$ cat src/hdl/nafb_pkg.sv
// Shared types, constants and frame helpers of the neighbor advertisement frame builder.
`default_nettype none

package nafb_pkg;

   localparam int MAC_WIDTH     = 48;
   localparam int ADDR_WIDTH    = 128;
   localparam int WORD_WIDTH    = 64;
   localparam int BEAT_COUNT    = 11;
   localparam int FRAME_BITS    = BEAT_COUNT * WORD_WIDTH;
   localparam int BEAT_CNT_W    = $clog2(BEAT_COUNT);
   localparam int GAP_WIDTH     = $clog2(BEAT_COUNT);
   localparam int CSUM_WIDTH    = 16;
   localparam int ADDR_SUM_W    = 19;
   localparam int MAC_SUM_W     = 18;
   localparam int TOTAL_SUM_W   = 21;

   localparam logic [BEAT_CNT_W-1:0] LAST_BEAT_IDX  = BEAT_CNT_W'(BEAT_COUNT - 1);
   localparam logic [GAP_WIDTH-1:0]  ITEM_GAP       = GAP_WIDTH'(BEAT_COUNT - 1);
   localparam logic [3:0]            FULL_BEAT_BYTES = 4'd8;
   localparam logic [3:0]            LAST_BEAT_BYTES = 4'd6;

   localparam logic [ADDR_WIDTH-1:0] ALL_NODES_ADDR = {64'hFF02_0000_0000_0000, 64'd1};
   localparam logic [MAC_WIDTH-1:0]  ALL_NODES_MAC  = 48'h3333_0000_0001;

   localparam logic [7:0] HOPS_MAX       = 8'd255;
   localparam logic [7:0] NEXT_HDR_ICMP  = 8'd58;
   localparam logic [7:0] ICMP_TYPE_NA   = 8'd136;
   localparam logic [7:0] FLAGS_DAD      = 8'h20;
   localparam logic [7:0] FLAGS_UNICAST  = 8'h60;
   localparam logic [15:0] ICMP_LEN      = 16'd32;
   // Constant checksum words: upper-layer length plus next header, ICMP type/code
   // and the option type/length.
   localparam logic [TOTAL_SUM_W-1:0] CSUM_CONST = 21'h0_8A5B;

   typedef enum logic [0:0] {
      CSR_LOCAL_MAC  = 1'b0,
      CSR_LINK_READY = 1'b1
   } csr_index_type;

   typedef struct packed {
      logic [ADDR_WIDTH-1:0] target;
      logic [ADDR_WIDTH-1:0] sender;
      logic [MAC_WIDTH-1:0]  requester_mac;
      logic [MAC_WIDTH-1:0]  local_mac;
   } nafb_req_type;

   typedef struct packed {
      logic [ADDR_WIDTH-1:0] target;
      logic [ADDR_WIDTH-1:0] dst;
      logic [MAC_WIDTH-1:0]  dst_mac;
      logic [MAC_WIDTH-1:0]  src_mac;
      logic                  dad;
   } nafb_item_type;

   function automatic logic [ADDR_SUM_W-1:0] sum_addr_words(input logic [ADDR_WIDTH-1:0] a);
      logic [ADDR_SUM_W-1:0] acc;
      acc = '0;
      for (int i = 0; i < ADDR_WIDTH / 16; i++) begin
         acc = acc + ADDR_SUM_W'(a[16*i +: 16]);
      end
      return acc;
   endfunction

   function automatic logic [MAC_SUM_W-1:0] sum_mac_words(input logic [MAC_WIDTH-1:0] m);
      return MAC_SUM_W'(m[47:32]) + MAC_SUM_W'(m[31:16]) + MAC_SUM_W'(m[15:0]);
   endfunction

   function automatic logic [FRAME_BITS-1:0] build_frame(input nafb_item_type it,
                                                         input logic [CSUM_WIDTH-1:0] csum);
      return {it.dst_mac, it.src_mac, 16'h86DD,
              8'h60, 8'h00, 8'h00, 8'h00, ICMP_LEN, NEXT_HDR_ICMP, HOPS_MAX,
              it.target, it.dst,
              ICMP_TYPE_NA, 8'h00, csum, (it.dad ? FLAGS_DAD : FLAGS_UNICAST), 24'd0,
              it.target, 8'd2, 8'd1, it.src_mac, 16'd0};
   endfunction

endpackage

`default_nettype wire

$ cat src/hdl/nafb_csum_pipe.sv
// Four-stage pipeline that resolves the destination and computes the ICMPv6 checksum.
`default_nettype none

module nafb_csum_pipe
   import nafb_pkg::*;
(
   input  wire logic                  clock,
   input  wire logic                  reset,
   input  wire logic                  in_valid,
   input  wire nafb_req_type          in_req,
   output logic                       out_valid,
   output nafb_item_type              out_item,
   output logic [CSUM_WIDTH-1:0]      out_csum
);

   // Stage A: captured request.
   logic                     a_valid_ff;
   nafb_req_type             a_req_ff;
   // Stage B: destination chosen, per-field partial sums.
   logic                     b_valid_ff;
   nafb_item_type            b_item_ff;
   logic [ADDR_SUM_W-1:0]    b_tsum_ff;
   logic [ADDR_SUM_W-1:0]    b_dsum_ff;
   logic [MAC_SUM_W-1:0]     b_msum_ff;
   // Stage C: full one's complement accumulator before folding.
   logic                     c_valid_ff;
   nafb_item_type            c_item_ff;
   logic [TOTAL_SUM_W-1:0]   c_total_ff;
   // Stage D: folded and inverted checksum.
   logic                     d_valid_ff;
   nafb_item_type            d_item_ff;
   logic [CSUM_WIDTH-1:0]    d_csum_ff;

   nafb_item_type            b_item_in;
   logic [TOTAL_SUM_W-1:0]   c_total_in;
   logic [16:0]              fold1;
   logic [15:0]              fold2;

   always_comb begin
      b_item_in.dad     = (a_req_ff.sender == '0);
      b_item_in.target  = a_req_ff.target;
      b_item_in.src_mac = a_req_ff.local_mac;
      b_item_in.dst     = b_item_in.dad ? ALL_NODES_ADDR : a_req_ff.sender;
      b_item_in.dst_mac = b_item_in.dad ? ALL_NODES_MAC : a_req_ff.requester_mac;
   end

   // The target appears in both the pseudo-header and the message, hence doubled.
   assign c_total_in = TOTAL_SUM_W'({b_tsum_ff, 1'b0}) + TOTAL_SUM_W'(b_dsum_ff)
                     + TOTAL_SUM_W'(b_msum_ff) + CSUM_CONST
                     + TOTAL_SUM_W'({(b_item_ff.dad ? FLAGS_DAD : FLAGS_UNICAST), 8'h00});

   // Two folds suffice: after the first the carry is at most one and cannot ripple out.
   assign fold1 = 17'(c_total_ff[15:0]) + 17'(c_total_ff[TOTAL_SUM_W-1:16]);
   assign fold2 = fold1[15:0] + 16'(fold1[16]);

   always_ff @(posedge clock) begin
      a_req_ff   <= in_req;
      b_item_ff  <= b_item_in;
      b_tsum_ff  <= sum_addr_words(a_req_ff.target);
      b_dsum_ff  <= sum_addr_words(b_item_in.dst);
      b_msum_ff  <= sum_mac_words(a_req_ff.local_mac);
      c_item_ff  <= b_item_ff;
      c_total_ff <= c_total_in;
      d_item_ff  <= c_item_ff;
      d_csum_ff  <= ~fold2;
      if (reset) begin
         a_valid_ff <= 1'b0;
         b_valid_ff <= 1'b0;
         c_valid_ff <= 1'b0;
         d_valid_ff <= 1'b0;
      end else begin
         a_valid_ff <= in_valid;
         b_valid_ff <= a_valid_ff;
         c_valid_ff <= b_valid_ff;
         d_valid_ff <= c_valid_ff;
      end
   end

   assign out_valid = d_valid_ff;
   assign out_item  = d_item_ff;
   assign out_csum  = d_csum_ff;

endmodule

`default_nettype wire

$ cat src/hdl/neighbor_advert_frame_builder_unit.sv
// Top level of the IPv6 neighbor advertisement frame builder.
//
//   channel   ports                          handshake
//   request   start, busy, req_*             accepted when start && !busy
//   response  rsp_strobe, rsp_*              one beat per strobe cycle, no backpressure
//   config    csr_valid, csr_ready, csr_*    written when csr_valid && csr_ready
//
// An item that yields a frame produces eleven beats on consecutive cycles, the first
// one after the four checksum stages, the frame load and the output register.
// The beat serializer sets the rate: after such an item busy stays high until a new
// frame could no longer overrun it, so frames taken at once leave back to back.
// Items that yield no frame (link down, requester MAC missing) keep busy low.
// Synchronous reset clears the registers, the pipeline valids and the serializer.
`default_nettype none

module neighbor_advert_frame_builder_unit
   import nafb_pkg::*;
(
   input  wire logic                   clock,
   input  wire logic                   reset,
   input  wire logic                   start,
   output logic                        busy,
   input  wire logic [WORD_WIDTH-1:0]  req_target_high,
   input  wire logic [WORD_WIDTH-1:0]  req_target_low,
   input  wire logic [WORD_WIDTH-1:0]  req_sender_high,
   input  wire logic [WORD_WIDTH-1:0]  req_sender_low,
   input  wire logic [MAC_WIDTH-1:0]   req_requester_mac,
   input  wire logic                   req_requester_mac_valid,
   output logic                        rsp_strobe,
   output logic [WORD_WIDTH-1:0]       rsp_frame_word,
   output logic [3:0]                  rsp_valid_bytes,
   output logic                        rsp_last_beat,
   input  wire logic                   csr_valid,
   output logic                        csr_ready,
   input  wire csr_index_type          csr_index,
   input  wire logic [MAC_WIDTH-1:0]   csr_data
);

   logic [MAC_WIDTH-1:0]    local_mac_ff;
   logic                    link_ready_ff;
   logic [GAP_WIDTH-1:0]    gap_ff;

   logic                    accept;
   logic                    produce;
   nafb_req_type            req;

   logic                    pipe_valid;
   nafb_item_type           pipe_item;
   logic [CSUM_WIDTH-1:0]   pipe_csum;

   logic [FRAME_BITS-1:0]   frame_ff;
   logic [BEAT_CNT_W-1:0]   beat_ff;
   logic                    active_ff;
   logic                    rsp_strobe_ff;
   logic [WORD_WIDTH-1:0]   rsp_word_ff;
   logic [3:0]              rsp_bytes_ff;
   logic                    rsp_last_ff;
   logic                    at_last;

   assign csr_ready = 1'b1;
   assign busy      = (gap_ff != '0);
   assign accept    = start && !busy;
   assign produce   = accept && link_ready_ff && req_requester_mac_valid;

   assign req.target        = {req_target_high, req_target_low};
   assign req.sender        = {req_sender_high, req_sender_low};
   assign req.requester_mac = req_requester_mac;
   assign req.local_mac     = local_mac_ff;

   always_ff @(posedge clock) begin
      if (reset) begin
         local_mac_ff  <= '0;
         link_ready_ff <= 1'b0;
      end else if (csr_valid && csr_ready) begin
         case (csr_index)
            CSR_LOCAL_MAC:  local_mac_ff  <= csr_data;
            CSR_LINK_READY: link_ready_ff <= csr_data[0];
            default: ;
         endcase
      end
   end

   // A taken item that will emit a frame reloads the gap counter, and busy holds the input
   // until it runs out, which keeps the serializer from ever being overrun.
   always_ff @(posedge clock) begin
      if (reset) begin
         gap_ff <= '0;
      end else if (produce) begin
         gap_ff <= ITEM_GAP;
      end else if (gap_ff != '0) begin
         gap_ff <= gap_ff - 1'b1;
      end
   end

   nafb_csum_pipe u_csum_pipe (
      .clock     (clock),
      .reset     (reset),
      .in_valid  (produce),
      .in_req    (req),
      .out_valid (pipe_valid),
      .out_item  (pipe_item),
      .out_csum  (pipe_csum)
   );

   assign at_last = (beat_ff == LAST_BEAT_IDX);

   // A new frame can arrive no earlier than the cycle in which the previous frame's last
   // beat leaves, so loading and emitting never collide.
   always_ff @(posedge clock) begin
      if (pipe_valid) begin
         frame_ff <= build_frame(pipe_item, pipe_csum);
      end else if (active_ff) begin
         frame_ff <= frame_ff << WORD_WIDTH;
      end
      rsp_word_ff  <= frame_ff[FRAME_BITS-1 -: WORD_WIDTH];
      rsp_bytes_ff <= at_last ? LAST_BEAT_BYTES : FULL_BEAT_BYTES;
      rsp_last_ff  <= active_ff && at_last;
      if (reset) begin
         active_ff     <= 1'b0;
         beat_ff       <= '0;
         rsp_strobe_ff <= 1'b0;
      end else begin
         rsp_strobe_ff <= active_ff;
         if (pipe_valid) begin
            active_ff <= 1'b1;
            beat_ff   <= '0;
         end else if (active_ff) begin
            beat_ff <= beat_ff + 1'b1;
            if (at_last) begin
               active_ff <= 1'b0;
            end
         end
      end
   end

   assign rsp_strobe      = rsp_strobe_ff;
   assign rsp_frame_word  = rsp_word_ff;
   assign rsp_valid_bytes = rsp_bytes_ff;
   assign rsp_last_beat   = rsp_last_ff;

endmodule

`default_nettype wire

$ cat config.mk
export PLATFORM = sky130hd
export DESIGN_NAME = neighbor_advert_frame_builder_unit
export DESIGN_NICKNAME = d
export VERILOG_FILES = /design/src/hdl/nafb_pkg.sv /design/src/hdl/nafb_csum_pipe.sv /design/src/hdl/neighbor_advert_frame_builder_unit.sv
export SDC_FILE = /design/constraint.sdc
export NUM_CORES = 2
export LEC_CHECK = 0
export ABC_AREA = 1
export BUFFER_PORTS_ARGS = -buffer_cell sky130_fd_sc_hd__buf_2
export CORE_UTILIZATION = 48
export DETAILED_ROUTE_END_ITERATION = 8
export GPL_TIMING_DRIVEN = 0
export PLACE_DENSITY_LB_ADDON = 0.05
export SETUP_SLACK_MARGIN = 0.15
export SLEW_MARGIN = 20
export SYNTH_ARGS = -nofsm -noshare
export SYNTH_HDL_FRONTEND = slang
export SYNTH_SLANG_ARGS = --single-unit
$ cat constraint.sdc
create_clock -name clock -period 22 [get_ports clock]
set_input_delay 2.2 -clock clock [delete_from_list [all_inputs] [get_ports clock]]
set_output_delay 2.2 -clock clock [all_outputs]
set_load 0.01 [all_outputs]
==> summary.txt <==
Hold path
  • Hold Path Sink: u_csum_pipe.out_item[158]
  • Beginning of the worst hold path: u_csum_pipe.c_item_ff[158]
  • Worst Hold Path Cells: 0
  • Hold Path Class: reg2reg

Outcome
  • Status: completed

Place
  • Last weighted congestion value of the routability-driven placer: a little over 0.9
  • Worst setup timing slack at the placement stage: between 10 and 15 ns
  • Placed insts: 8379
  • Number of port buffers: roughly 430
  • Detail Placement HPWL: approximately 170000 um

Global route
  • GRT Total Usage: 0.275
  • Overflow left after global routing: 0
  • Via count of the first global-routing pass: 42347
  • Antenna violations before repair: 24
  • First-pass GRT wire length: 291000 um
  • Pin count of the biggest net entering global routing: 99

Routing
  • Post-DR wirelength/cell: 23.8 um
  • Number of DRC violations after detailed-routing iteration 0: 4081
  • Number of iterations in the first detailed-routing pass: 6
  • Total routed wirelength: between 200000 and 250000 um
  • Post-DR vias/cell: 4.89
  • Via count of the routed design: 43002
  • Detail Route Antenna Nets: 0
  • DRC viols: 0

Floorplan
  • Width of the chip: 391 um
  • Initial Utilization: 0.484
  • Placeable core region: 150000 um2
  • I/O pins: 430
  • Full die area: 153000 um2
  • Number of placement rows: 142
  • Die boundary height: between 300 and 400 um

Layout
  • Layout area overhead: 17.4%
  • Fill cell instance count of the final layout: 12823
  • Final design utilization: 0.568
  • Layout net count: 7280
  • Share of post-route cells with drive strength above 1: 0.133
  • Post-Layout Cell Count: 8802

Synth
  • Top-area cell type share of the netlist area: 0.484
  • Synth Flop Type: dfxtp_1
  • Syn_nets: 6626
  • Synth area leader: dfxtp_1
  • Cell area after synthesis: 72600 um2
  • Number of instances in the synthesized netlist: 5931
  • Part of the Yosys area used for sequential elements: 0.713
  • Number of synthesized flops with an enable pin: 552
  • Synth warnings: 0
  • Count of unique library cells instantiated by Yosys: 52
  • Count of state elements after synthesis: 2307
  • Synth area leaders: dfxtp_1 (48%), edfxtp_1 (23%), fa_1 (5.0%)
  • Post-synthesis async set-or-reset flop share: 0
  • Mean cell area of the mapped netlist: 12.2 um2

Setup path
  • Critical R2R Capture: u_csum_pipe.b_dsum_ff[18]
  • Kind of cell adding the most delay to the critical path: adder cells
  • Critical path fanouts, max: 10
  • CP Buf/Inv Count: 7
  • WP depth: 28
  • Crit path capture type: flop
  • Slowest stage cell on the critical path: xnor2_1
  • Required arrival time at the worst endpoint: 22.70 ns
  • First element of the critical path: u_csum_pipe.a_req_ff[182]
  • WS Path Type: reg2reg
  • Worst R2R Path Depth: 28
  • Category of the worst setup path launch point: flop
  • Data arrival time of the critical path: 9.51 ns
  • Largest stage delay, worst path: 0.71 ns
  • Most common cell type on the critical path: inv_1
  • Worst reg2reg path startpoint: u_csum_pipe.a_req_ff[182]
  • Setup slack on the worst flop-to-flop path: 13.20 ns

Timing
  • Setup TNS after final layout: 0 ns
  • Clk_skew: 0.0407 ns
  • Final hold violations: 0
  • Max transition margin: 0.182
  • Count of final setup violators: 0
  • Slew Viols, Final: 0
  • Timing-limited maximum frequency: 114 MHz
  • Tightest Pin Transition: 1.22 ns
  • Setup repair after global routing missed its margin: no
  • Min cycle time layout: 8.80 ns
  • Worst setup slack after layout: ~13 ns
  • Share of the clock period used by the worst path after layout: 0.400

Clock network
  • Clock sink count: 2307
  • Clock-pin slew of the registers on the worst-case setup and hold paths: 0.06 ns
  • H-Tree Depth: 4
  • Clk_lat worst skew: between 0.8 and 0.9 ns
  • Number of buffers added for setup after CTS: 0
  • Clock tree from TritonCTS: done
  • Clock root buffer: clkbuf_16
  • Number of buffers created by CTS: 220
  • Clk buf depth: 3
  • Hold-fix buffers at CTS: 0
  • Post-cts sizing count: 0

Power
  • Internal power contribution: 7.96 mW
  • Power spent charging and discharging nets: 3.59 mW
  • Pwr dens: 136 nW/um2
  • Share of power burned in combinational logic: 0.245
  • Sequential group share of total power: 0.416
  • Leakage power of the design: 37.1 nW
  • Worst-case vdd ir drop: 0.127 mV
  • Sw Ratio: 0.311
  • Part of the power in the clock network: 0.339

Run
  • MaxCap Viol Count: 0
-- power by group through the flow --
stage / Clock, mW / Combinational [mW] / Sequential [mW]
final: 3.91 / 2.83 / 4.81
after global placement: 0 / 2.84 / 4.90
after detailed placement: 0 / 2.83 / 4.91
after global routing: 4.16 / 3.19 / 4.83
after CTS: 3.97 / 2.85 / 4.81
after floorplan: 0 / 1.97 / 4.80
-- layout by cell type (no fill, tap or decap), types with 44 or more instances in the layout --
cell type,Yosys,routed
nand2_1,759,759
nand3_1,92,92
inv_1,779,779
clkbuf_8,0,44
o21ai_0,522,522
xor2_1,69,69
nor2_1,283,283
buf_2,61,486
fa_1,180,180
dfxtp_1,1755,1755
ha_1,157,157
clkbuf_1,211,267
clkbuf_16,0,238
a22o_1,136,136
a21oi_1,123,123
edfxtp_1,552,552
-- registers in the layout (all words and copies together), names as in the netlist, 18 cells and up --
register,count
rsp_frame_word,64
u_csum_pipe.b_dsum_ff,19
u_csum_pipe.c_item_ff,353
u_csum_pipe.b_tsum_ff,19
u_csum_pipe.b_msum_ff,18
u_csum_pipe.c_total_ff,21
u_csum_pipe.b_item_ff,353
u_csum_pipe.out_item,353
frame_ff,673
u_csum_pipe.a_req_ff,352
local_mac_ff,48
-- through the flow --
stage | hold WS, ns | cell area [um2] | power, mW
detailed placement | 0.312 | 77400 | 7.73
floorplan | 0.310 | 72600 | 6.77
finish | 0.295 | 85200 | 11.5
CTS | 0.291 | 85100 | 11.6
global route | 0.304 | 85100 | 12.2
global placement | 0.310 | 77200 | 7.75
-- area by class of cell --
cell class | count | area (um2) | area share
Inverter | 784 | 2940 | 0.0346
Tap cell | 2016 | 2520 | 0.0296
Antenna cell | 6 | 15.0 | 0.000176
Timing Repair Buffer | 432 | 2300 | 0.0270
Multi-Input combinational cell | 2560 | 16700 | 0.197
Sequential cell | 2307 | 51700 | 0.607
Buffer | 280 | 1180 | 0.0138
Clock buffer | 340 | 6780 | 0.0796
Clock inverter | 77 | 970 | 0.0114
-- cells in the mapped netlist (all sizes together), types with 2 or more instances --
master  count
o21a        4
a31oi       8
conb        2
dfxtp    1755
a21oi     127
a21o       19
a22o      136
buf        69
a22oi       9
xor2       69
nand3b      9
nand2     774
a21boi      4
ha        157
and2        5
o21ai     524
edfxtp    552
xnor2      34
fa        180
a221oi      2
o31ai       2
a211oi      5
inv       784
o22ai       9
nor2      292
nand4      31
nor3       17
nor4       16
clkbuf    211
nand3      96
o21bai     24
-- cell families after synthesis --
logic type                 Yosys count  share of synthesized area
adders and majority gates          337                     0.0767
xor gates and xnor gates           103                     0.0124
buffers and inverters             1064                     0.0566
other                                2                   0.000104
DFF                               2307                      0.713
AOI/OAI and AO/OA                  876                     0.0708
and+or+nand+nor                   1242                     0.0706
-- per-layer routing --
layer / share of wire / vias to the layer above / GRT usage
met1: 0.45 / 21020 / 0.388
met3: 0.067 / 242 / 0.0473
met4: 0.025 / 8 / 0.0744
li1: - / 20388 / -
met5: 0.00024 / - / 0
met2: 0.46 / 1344 / 0.436
-- worst max-delay path by stage --
stage | end | slack [ns]
finish | u_csum_pipe.b_dsum_ff[18] | 13.20
global route | u_csum_pipe.b_dsum_ff[15] | 12.94
global placement | frame_ff[588] | 9.78
floorplan | frame_ff[100] | 14.02
CTS | u_csum_pipe.b_dsum_ff[17] | 13.49
detailed placement | u_csum_pipe.b_dsum_ff[17] | 13.54
(Power assumes the default switching activity.)
